## config.mk

```make
export PLATFORM = sky130hd
export DESIGN_NAME = second_chance_page_replacer_top
export DESIGN_NICKNAME = d
export VERILOG_FILES = /design/src/rtl/core/scpr_pkg.sv /design/src/rtl/core/scpr_page_ram.sv /design/src/rtl/core/scpr_ctrl.sv /design/src/rtl/core/second_chance_page_replacer_top.sv
export SDC_FILE = /design/constraint.sdc
export NUM_CORES = 1
export LEC_CHECK = 0
export BUFFER_PORTS_ARGS = -buffer_cell sky130_fd_sc_hd__buf_2
export CAP_MARGIN = 20
export CORE_AREA = 4 4 165 167
export CTS_BUF_LIST = sky130_fd_sc_hd__clkbuf_16
export DETAILED_ROUTE_END_ITERATION = 7
export DIE_AREA = 0 0 169 171
export RECOVER_POWER = 50
export SYNTH_ARGS = -nofsm -noshare
export SYNTH_HDL_FRONTEND = slang
export SYNTH_HIERARCHICAL = 1
export SYNTH_SLANG_ARGS = --single-unit
```

## constraint.sdc

```tcl
create_clock -name aclk -period 5.8 [get_ports aclk]
set_input_delay 1.74 -clock aclk [delete_from_list [all_inputs] [get_ports aclk]]
set_output_delay 1.74 -clock aclk [all_outputs]
set_load 0.02 [all_outputs]
```

## src/rtl/core/scpr_pkg.sv

```systemverilog
// Package for the second-chance page replacer: sizes, the sequencer state type,
// the structs passed between the modules and the field conversion helpers.
// No dependencies.
`default_nettype none

package scpr_pkg;

    localparam int FRAMES        = 4;
    localparam int PAGE_BITS     = 16;
    localparam int SLOT_BITS     = (FRAMES > 1) ? $clog2(FRAMES) : 1;
    localparam int CNT_BITS      = $clog2(FRAMES + 1);
    localparam int IN_PAGE_BITS  = 16;
    localparam int OUT_PAGE_BITS = 16;
    localparam int OUT_SLOT_BITS = 2;
    localparam int FAULT_BITS    = 32;
    localparam int S_TDATA_BITS  = 16;
    localparam int M_FIELD_BITS  = 2 + OUT_PAGE_BITS + OUT_SLOT_BITS + FAULT_BITS;
    localparam int M_TDATA_BITS  = ((M_FIELD_BITS + 7) / 8) * 8;
    localparam int M_PAD_BITS    = M_TDATA_BITS - M_FIELD_BITS;

    typedef logic [PAGE_BITS-1:0]  page_t;
    typedef logic [SLOT_BITS-1:0]  slot_t;
    typedef logic [CNT_BITS-1:0]   cnt_t;
    typedef logic [FAULT_BITS-1:0] fault_t;

    typedef enum logic [2:0] {
        ST_IDLE,
        ST_SRCH,
        ST_SWEEP,
        ST_EVICT,
        ST_FIN
    } state_t;

    typedef struct packed {
        logic  we;
        slot_t waddr;
        page_t wdata;
        slot_t raddr;
    } mem_req_t;

    typedef struct packed {
        fault_t                   faults_so_far;
        logic [OUT_SLOT_BITS-1:0] slot_index;
        logic [OUT_PAGE_BITS-1:0] evicted_page;
        logic                     evicted_valid;
        logic                     hit;
    } result_t;

    // The requested page is kept in PAGE_BITS bits.
    function automatic page_t page_of_word(input logic [IN_PAGE_BITS-1:0] w);
        logic [63:0] x;
        x = 64'(w);
        return x[PAGE_BITS-1:0];
    endfunction

    function automatic logic [OUT_PAGE_BITS-1:0] word_of_page(input page_t p);
        logic [63:0] x;
        x = 64'(p);
        return x[OUT_PAGE_BITS-1:0];
    endfunction

    function automatic logic [OUT_SLOT_BITS-1:0] slot_field(input slot_t s);
        logic [31:0] x;
        x = 32'(s);
        return x[OUT_SLOT_BITS-1:0];
    endfunction

endpackage

`default_nettype wire

```

## src/rtl/core/scpr_page_ram.sv

```systemverilog
// Page slot memory: one write port and one read port, read data registered.
// Depends on scpr_pkg.
`default_nettype none

module scpr_page_ram (
    input  wire logic              aclk,
    input  wire scpr_pkg::mem_req_t req,
    output scpr_pkg::page_t        rdata
);

    scpr_pkg::page_t page_mem [scpr_pkg::FRAMES];
    scpr_pkg::page_t rdata_reg;

    always_ff @(posedge aclk) begin
        if (req.we) begin
            page_mem[req.waddr] <= req.wdata;
        end
        rdata_reg <= page_mem[req.raddr];
    end

    assign rdata = rdata_reg;

endmodule

`default_nettype wire

```

## src/rtl/core/scpr_ctrl.sv

```systemverilog
// Sequencer for the page replacer: hit search over the slot memory, fill,
// clock sweep over the reference bits and eviction. Depends on scpr_pkg.
`default_nettype none

module scpr_ctrl (
    input  wire logic                                 aclk,
    input  wire logic                                 aresetn,
    input  wire logic                                 in_valid,
    input  wire logic [scpr_pkg::IN_PAGE_BITS-1:0]    in_page,
    output logic                                      in_ready,
    input  wire logic                                 out_free,
    output logic                                      res_valid,
    output scpr_pkg::result_t                         res,
    output scpr_pkg::mem_req_t                        mem_req,
    input  wire scpr_pkg::page_t                      mem_rdata
);

    scpr_pkg::state_t  state_reg,   state_next;
    scpr_pkg::page_t   page_reg,    page_next;
    scpr_pkg::cnt_t    rd_idx_reg,  rd_idx_next;
    logic              cmp_vld_reg, cmp_vld_next;
    scpr_pkg::slot_t   cmp_idx_reg, cmp_idx_next;
    logic [scpr_pkg::FRAMES-1:0] ref_reg, ref_next;
    scpr_pkg::cnt_t    filled_reg,  filled_next;
    scpr_pkg::slot_t   hand_reg,    hand_next;
    scpr_pkg::fault_t  fault_reg,   fault_next;
    scpr_pkg::result_t res_reg,     res_next;

    logic             match;
    logic             search_miss;
    logic             full;
    scpr_pkg::fault_t fault_inc;
    scpr_pkg::slot_t  fill_slot;
    scpr_pkg::slot_t  hand_adv;

    // The memory word compared in a cycle is the one addressed in the cycle before.
    assign match       = cmp_vld_reg && (mem_rdata == page_reg);
    assign search_miss = (filled_reg == '0) ||
                         (cmp_vld_reg && !match && (rd_idx_reg == filled_reg));
    assign full        = (filled_reg == scpr_pkg::CNT_BITS'(scpr_pkg::FRAMES));
    assign fault_inc   = (fault_reg == '1) ? fault_reg : fault_reg + 1'b1;
    assign fill_slot   = filled_reg[scpr_pkg::SLOT_BITS-1:0];
    assign hand_adv    = (hand_reg == scpr_pkg::SLOT_BITS'(scpr_pkg::FRAMES - 1)) ?
                         '0 : hand_reg + 1'b1;

    always_comb begin
        state_next = state_reg;
        case (state_reg)
            scpr_pkg::ST_IDLE: begin
                if (in_valid) begin
                    state_next = scpr_pkg::ST_SRCH;
                end
            end
            scpr_pkg::ST_SRCH: begin
                if (match) begin
                    state_next = scpr_pkg::ST_FIN;
                end else if (search_miss) begin
                    state_next = full ? scpr_pkg::ST_SWEEP : scpr_pkg::ST_FIN;
                end
            end
            scpr_pkg::ST_SWEEP: begin
                if (!ref_reg[hand_reg]) begin
                    state_next = scpr_pkg::ST_EVICT;
                end
            end
            scpr_pkg::ST_EVICT: begin
                state_next = scpr_pkg::ST_FIN;
            end
            scpr_pkg::ST_FIN: begin
                if (out_free) begin
                    state_next = scpr_pkg::ST_IDLE;
                end
            end
            default: begin
                state_next = scpr_pkg::ST_IDLE;
            end
        endcase
    end

    always_comb begin
        in_ready      = 1'b0;
        res_valid     = 1'b0;
        page_next     = page_reg;
        rd_idx_next   = rd_idx_reg;
        cmp_vld_next  = cmp_vld_reg;
        cmp_idx_next  = cmp_idx_reg;
        ref_next      = ref_reg;
        filled_next   = filled_reg;
        hand_next     = hand_reg;
        fault_next    = fault_reg;
        res_next      = res_reg;
        mem_req.we    = 1'b0;
        mem_req.waddr = hand_reg;
        mem_req.wdata = page_reg;
        mem_req.raddr = rd_idx_reg[scpr_pkg::SLOT_BITS-1:0];
        case (state_reg)
            scpr_pkg::ST_IDLE: begin
                in_ready = 1'b1;
                if (in_valid) begin
                    page_next    = scpr_pkg::page_of_word(in_page);
                    rd_idx_next  = '0;
                    cmp_vld_next = 1'b0;
                end
            end
            scpr_pkg::ST_SRCH: begin
                // Issue the next filled slot while comparing the previous one.
                if (rd_idx_reg < filled_reg) begin
                    cmp_vld_next = 1'b1;
                    cmp_idx_next = rd_idx_reg[scpr_pkg::SLOT_BITS-1:0];
                    rd_idx_next  = rd_idx_reg + 1'b1;
                end else begin
                    cmp_vld_next = 1'b0;
                end
                if (match) begin
                    ref_next[cmp_idx_reg]  = 1'b1;
                    res_next.hit           = 1'b1;
                    res_next.evicted_valid = 1'b0;
                    res_next.evicted_page  = '0;
                    res_next.slot_index    = scpr_pkg::slot_field(cmp_idx_reg);
                    res_next.faults_so_far = fault_reg;
                end else if (search_miss && !full) begin
                    mem_req.we             = 1'b1;
                    mem_req.waddr          = fill_slot;
                    ref_next[fill_slot]    = 1'b1;
                    filled_next            = filled_reg + 1'b1;
                    fault_next             = fault_inc;
                    res_next.hit           = 1'b0;
                    res_next.evicted_valid = 1'b0;
                    res_next.evicted_page  = '0;
                    res_next.slot_index    = scpr_pkg::slot_field(fill_slot);
                    res_next.faults_so_far = fault_inc;
                end
            end
            scpr_pkg::ST_SWEEP: begin
                // The victim's page is read in the cycle the hand stops.
                mem_req.raddr = hand_reg;
                if (ref_reg[hand_reg]) begin
                    ref_next[hand_reg] = 1'b0;
                    hand_next          = hand_adv;
                end
            end
            scpr_pkg::ST_EVICT: begin
                mem_req.we             = 1'b1;
                mem_req.waddr          = hand_reg;
                ref_next[hand_reg]     = 1'b1;
                fault_next             = fault_inc;
                res_next.hit           = 1'b0;
                res_next.evicted_valid = 1'b1;
                res_next.evicted_page  = scpr_pkg::word_of_page(mem_rdata);
                res_next.slot_index    = scpr_pkg::slot_field(hand_reg);
                res_next.faults_so_far = fault_inc;
            end
            scpr_pkg::ST_FIN: begin
                res_valid = 1'b1;
            end
            default: begin
                in_ready = 1'b0;
            end
        endcase
    end

    always_ff @(posedge aclk) begin
        if (!aresetn) begin
            state_reg   <= scpr_pkg::ST_IDLE;
            cmp_vld_reg <= 1'b0;
            ref_reg     <= '0;
            filled_reg  <= '0;
            hand_reg    <= '0;
            fault_reg   <= '0;
        end else begin
            state_reg   <= state_next;
            cmp_vld_reg <= cmp_vld_next;
            ref_reg     <= ref_next;
            filled_reg  <= filled_next;
            hand_reg    <= hand_next;
            fault_reg   <= fault_next;
        end
    end

    always_ff @(posedge aclk) begin
        page_reg    <= page_next;
        rd_idx_reg  <= rd_idx_next;
        cmp_idx_reg <= cmp_idx_next;
        res_reg     <= res_next;
    end

    assign res = res_reg;

endmodule

`default_nettype wire

```

## src/rtl/core/second_chance_page_replacer_top.sv

```systemverilog
// Second-chance (clock) page replacer, top level. Depends on scpr_pkg, scpr_page_ram, scpr_ctrl.
// A miss with no slot filled passes from accept through ST_SRCH and ST_FIN to the output register;
// a full hit search, a sweep and an eviction also pass through ST_SWEEP and ST_EVICT.
// One word is handled at a time, paced by the one-read-per-cycle search of the slot memory and
// the one-slot-per-cycle clock sweep. A new word is taken while a result waits in the output register.
// Reset (aresetn, synchronous): reference bits, fill count, hand and fault count clear at once.
`default_nettype none

module second_chance_page_replacer_top (
    input  wire logic                              aclk,
    input  wire logic                              aresetn,
    input  wire logic                              s_tvalid,
    output logic                                   s_tready,
    // s_tdata: [15:0] page_number
    input  wire logic [scpr_pkg::S_TDATA_BITS-1:0] s_tdata,
    output logic                                   m_tvalid,
    input  wire logic                              m_tready,
    // m_tdata: [0] hit, [1] evicted_valid, [17:2] evicted_page, [19:18] slot_index,
    // [51:20] faults_so_far, [55:52] zero
    output logic [scpr_pkg::M_TDATA_BITS-1:0]      m_tdata
);

    logic                 out_free;
    logic                 res_valid;
    logic                 res_load;
    scpr_pkg::result_t    res;
    scpr_pkg::mem_req_t   mem_req;
    scpr_pkg::page_t      mem_rdata;

    logic                              m_tvalid_reg, m_tvalid_next;
    logic [scpr_pkg::M_TDATA_BITS-1:0] m_tdata_reg,  m_tdata_next;

    scpr_page_ram u_ram (
        .aclk  (aclk),
        .req   (mem_req),
        .rdata (mem_rdata)
    );

    scpr_ctrl u_ctrl (
        .aclk      (aclk),
        .aresetn   (aresetn),
        .in_valid  (s_tvalid),
        .in_page   (s_tdata[scpr_pkg::IN_PAGE_BITS-1:0]),
        .in_ready  (s_tready),
        .out_free  (out_free),
        .res_valid (res_valid),
        .res       (res),
        .mem_req   (mem_req),
        .mem_rdata (mem_rdata)
    );

    assign out_free = !m_tvalid_reg || m_tready;
    assign res_load = res_valid && out_free;

    always_comb begin
        m_tvalid_next = m_tvalid_reg;
        m_tdata_next  = m_tdata_reg;
        if (res_load) begin
            m_tvalid_next = 1'b1;
            m_tdata_next  = {{scpr_pkg::M_PAD_BITS{1'b0}}, res};
        end else if (m_tready) begin
            m_tvalid_next = 1'b0;
        end
    end

    always_ff @(posedge aclk) begin
        if (!aresetn) begin
            m_tvalid_reg <= 1'b0;
        end else begin
            m_tvalid_reg <= m_tvalid_next;
        end
    end

    always_ff @(posedge aclk) begin
        m_tdata_reg <= m_tdata_next;
    end

    assign m_tvalid = m_tvalid_reg;
    assign m_tdata  = m_tdata_reg;

    // Once a word is taken the sequencer is busy in the next cycle.
    a_accept_busy: assert property (@(posedge aclk) disable iff (!aresetn)
        (s_tvalid && s_tready) |=> !s_tready)
        else $error("input accepted on consecutive cycles");

    // A hit never reports an eviction.
    a_hit_no_evict: assert property (@(posedge aclk) disable iff (!aresetn)
        res_load |-> !(res.hit && res.evicted_valid))
        else $error("hit result carries an eviction");

    // Without an eviction the evicted page field is zero.
    a_evict_zero: assert property (@(posedge aclk) disable iff (!aresetn)
        (res_load && !res.evicted_valid) |-> (res.evicted_page == '0))
        else $error("evicted page nonzero without eviction");

endmodule

`default_nettype wire
```

==> out/summary.log <==
qor: worst_setup_path.critPathSlowestCell and2_0
qor: placed_design.gpl.final_weighted_congestion 0.8508
qor: global_route.gr-usage-all-layers 0.1282
qor: worst_setup_path.worst-path-stages 3
qor: floorplanning.initial_utilization 0.3926
qor: status.violated_checks max-capacitance violations, max-slew violations
qor: logic_synthesis.ys_seq_elements 251
qor: power.share_comb_of_total_power 0.077
qor: worst_setup_path.timing.reg2reg.worst_path_depth 2
qor: global_route.grt_first_pass_wirelength 30.09 mm
qor: worst_setup_path.arrival 4390 ps
qor: logic_synthesis.synth.top_cell.area_share 0.5612
qor: timing.final.min_clock_period 4334 ps
qor: floorplanning.fp-row-count 59
qor: floorplanning.io_pins 78
qor: logic_synthesis.syn-cell-area 10110 µm²
qor: placed_design.placed_cell_area 10780 µm²
qor: power.p_leak 4.167 nW
qor: clock_network.cts_post_setup_buffers_inserted 0
qor: clock_network.numClockSinks 251
qor: detailed_routing.routed-via-count 5894
qor: timing.clock-skew-final 12.75 ps
qor: timing.setup_violations 0
qor: floorplanning.fp.dieW 169 µm
qor: detailed_routing.ant_nets 0
qor: detailed_routing.routed_wirelength 18.97 mm
qor: logic_synthesis.yosysWarningCount 6
qor: logic_synthesis.ys_top_cells_by_count 189 x edfxtp_1, 62 x dfxtp_1, 42 x xor2_1
qor: logic_synthesis.synth-async-reset-ratio 0
qor: worst_hold_path.hold_path_depth 0
qor: worst_setup_path.critPathMaxFanout 52
qor: floorplanning.coreArea 25760 µm²
qor: power.switching_share 0.2260
qor: timing.max_slew.worst_pin.slew 3274 ps
qor: timing.final_min_period_over_clock_period 0.7472
qor: timing.max_freq 230.7 MHz
qor: power.share_seq_of_total_power 0.523
qor: logic_synthesis.synth_top_flop_cell edfxtp_1
qor: timing.setup_slack 1466 ps
qor: clock_network.h-tree-depth 1
qor: worst_setup_path.startpoint_type primary input
qor: power.power_report.internal_total 3.174 mW
qor: logic_synthesis.synth_sequential_area_ratio 0.6839
qor: clock_network.clock_pin_transition_on_the_worst_setup_and_hold_timing_paths 60 ps
qor: timing.final_max_slew_viol_count 53
qor: floorplanning.dieHeight 171 µm
qor: detailed_routing.firstDrtPassIters 5
qor: timing.setup_tns 0 ps
qor: timing.relative_slew_margins -1.182
qor: placed_design.portbufs 73
qor: placed_design.placed_cells 1088
qor: clock_network.tritoncts yes
qor: detailed_routing.drcViolationCount 0
qor: placed_design.pre_cts_ws 2040 ps
qor: power.ir_worst_vdd 0.2449 mV
qor: placed_design.place.detailed.hpwl 12.18 mm
qor: cells_and_area.design.final.nets 817
qor: cells_and_area.areaGrowthSynthToFinish 15.12%
qor: detailed_routing.avgRoutedWirePerCell 16.65 µm
qor: power.power.net_switching 0.9267 mW
qor: logic_synthesis.synthDominantAreaCellType edfxtp_1
qor: clock_network.cts.hold.buffers_added 0
qor: worst_setup_path.critPathRequiredTime 5850 ps
qor: cells_and_area.layout-drive-gt1-share 0.1766
qor: worst_setup_path.criticalPathCategory in2reg
qor: logic_synthesis.avg_synthesized_cell_area 14.30 µm²
qor: cells_and_area.postLayoutCellArea 11640 µm²
qor: worst_setup_path.critical-path-max-stage-delay 2350 ps
qor: worst_setup_path.critical_path.n_buffers_inverters 1
qor: flow_run.max_cap_violations 1
qor: power.cellPowerDensity 352.3 nW/µm²
qor: global_route.number_of_global_route_vias_before_repair 5666
qor: floorplanning.design.die.area 28900 µm²
qor: global_route.globalRouteOverflowTotal 0
qor: global_route.antenna_found_initial 0
qor: detailed_routing.post_drt_via_cell_ratio 5.175
qor: clock_network.post_cts.resized_instances 0
qor: cells_and_area.layoutNonFillerInstCount 1139
qor: worst_setup_path.cpLargestDelayFamily simple AND/OR/NAND/NOR gates
qor: clock_network.tritoncts.num_buffers 27
qor: timing.grt_setup_unrepaired false
qor: status.outcome finished, violations left
qor: logic_synthesis.synthesis.instances 707
qor: clock_network.worstSkewPairLatency 520 ps
qor: detailed_routing.first_iter_violations 331
qor: power.clock_power_frac 0.400
qor: cells_and_area.num_antenna_cells 0
qor: worst_setup_path.cell_by_cell_listing_of_the_critical_path buf_2 -> nand2b_1 -> and2_0
qor: timing.timing.final.hold_violations 0
qor: logic_synthesis.edff_count_synth 189
qor: logic_synthesis.synthTopCellsByArea edfxtp_1 56%, dfxtp_1 12%, xor2_1 3.6%, mux4_2 2.4%, ha_1 1.6%
qor: cells_and_area.largest_register_ff_count 64
qor: worst_hold_path.worst_hold_path_type reg2reg
qor: clock_network.cts_root_buf clkbuf_16
qor: logic_synthesis.yosysMostFrequentCell edfxtp_1
qor: global_route.grt_start_max_net_pins 54
qor: worst_setup_path.timing.critical_path.to_type register
qor: clock_network.clock_tree.buffer_depth 3
qor: timing.final.hold.worst_slack 416.3 ps
qor: logic_synthesis.yosysUniqueCellTypes 57
-- routing by layer --
metal  routed length [µm]  vias to the layer above  global-route usage
li1                     -                     2851                   -
met1                 7983                     2863              0.1630
met4                  545                        0             0.04585
met5                    0                        -                   0
met3                  941                       37             0.02241
met2                 9498                      143              0.2222
-- power by group through the flow --
stage	clock network, mW	logic (mW)	registers (mW)
finish	1.64	0.317	2.14
CTS	1.69	0.320	2.14
global placement	0	0.311	2.18
floorplan	0	0.212	2.19
global route	1.77	0.349	2.16
detailed placement	0	0.318	2.18
-- per-stage QoR --
| stage | total power, mW | util |
|---|---|---|
| 6_report | 4.101 | 0.4519 |
| 5_1_grt | 4.277 | 0.4519 |
| 4_1_cts | 4.154 | 0.4520 |
| 3_5_place_dp | 2.499 | 0.4186 |
| 3_3_place_gp | 2.486 | 0.4175 |
| 2_1_floorplan | 2.400 | - |
-- cell usage in the layout, fill, tap and decap left out, drive strengths merged, types with 4 or more instances in the layout --
master	n
mux2i	10
inv	25
edfxtp	189
and3	24
dfxtp	62
nand2	40
clkbuf	31
or4	16
clkinv	11
conb	4
nand4	10
and4	4
ha	13
a21oi	31
o31ai	21
o21ai	24
nor2	22
nor3	25
xor2	42
nand3	28
nor4	14
xnor2	6
mux4	17
buf	78
nand2b	11
or3	8
-- final timing paths --
kind         slack [ps]     endpoint                start
min                 420  m_tdata[18]       u_ctrl/res[18]
max                1470  m_tdata[48]             m_tready
min reg2reg         420  m_tdata[18]       u_ctrl/res[18]
max reg2reg        1860  m_tdata[48]  u_ctrl/state_reg[1]
-- kinds of logic (layout without fill, tap and decap cells) --
group	after synthesis	count (layout)	share of synthesized area
buf+inv	56	150	0.02895
flops	251	251	0.6839
compound gates	93	93	0.05827
other cells	1	4	0.0003708
xor+xnor	48	48	0.04157
mux	29	29	0.05221
fa+ha+maj	13	13	0.01608
simple gates	216	216	0.1186
-- area by class of cell --
cell class                 count  area, µm²
clock buffer                  27      675.6
clock inverter                22      185.2
fill                        2305      14120
inverter                      19      71.32
multi-input combinational    403       2929
sequential                   251       6917
tap                          335      419.2
timing repair buffer          82      445.4
(Power assumes the default switching activity.)
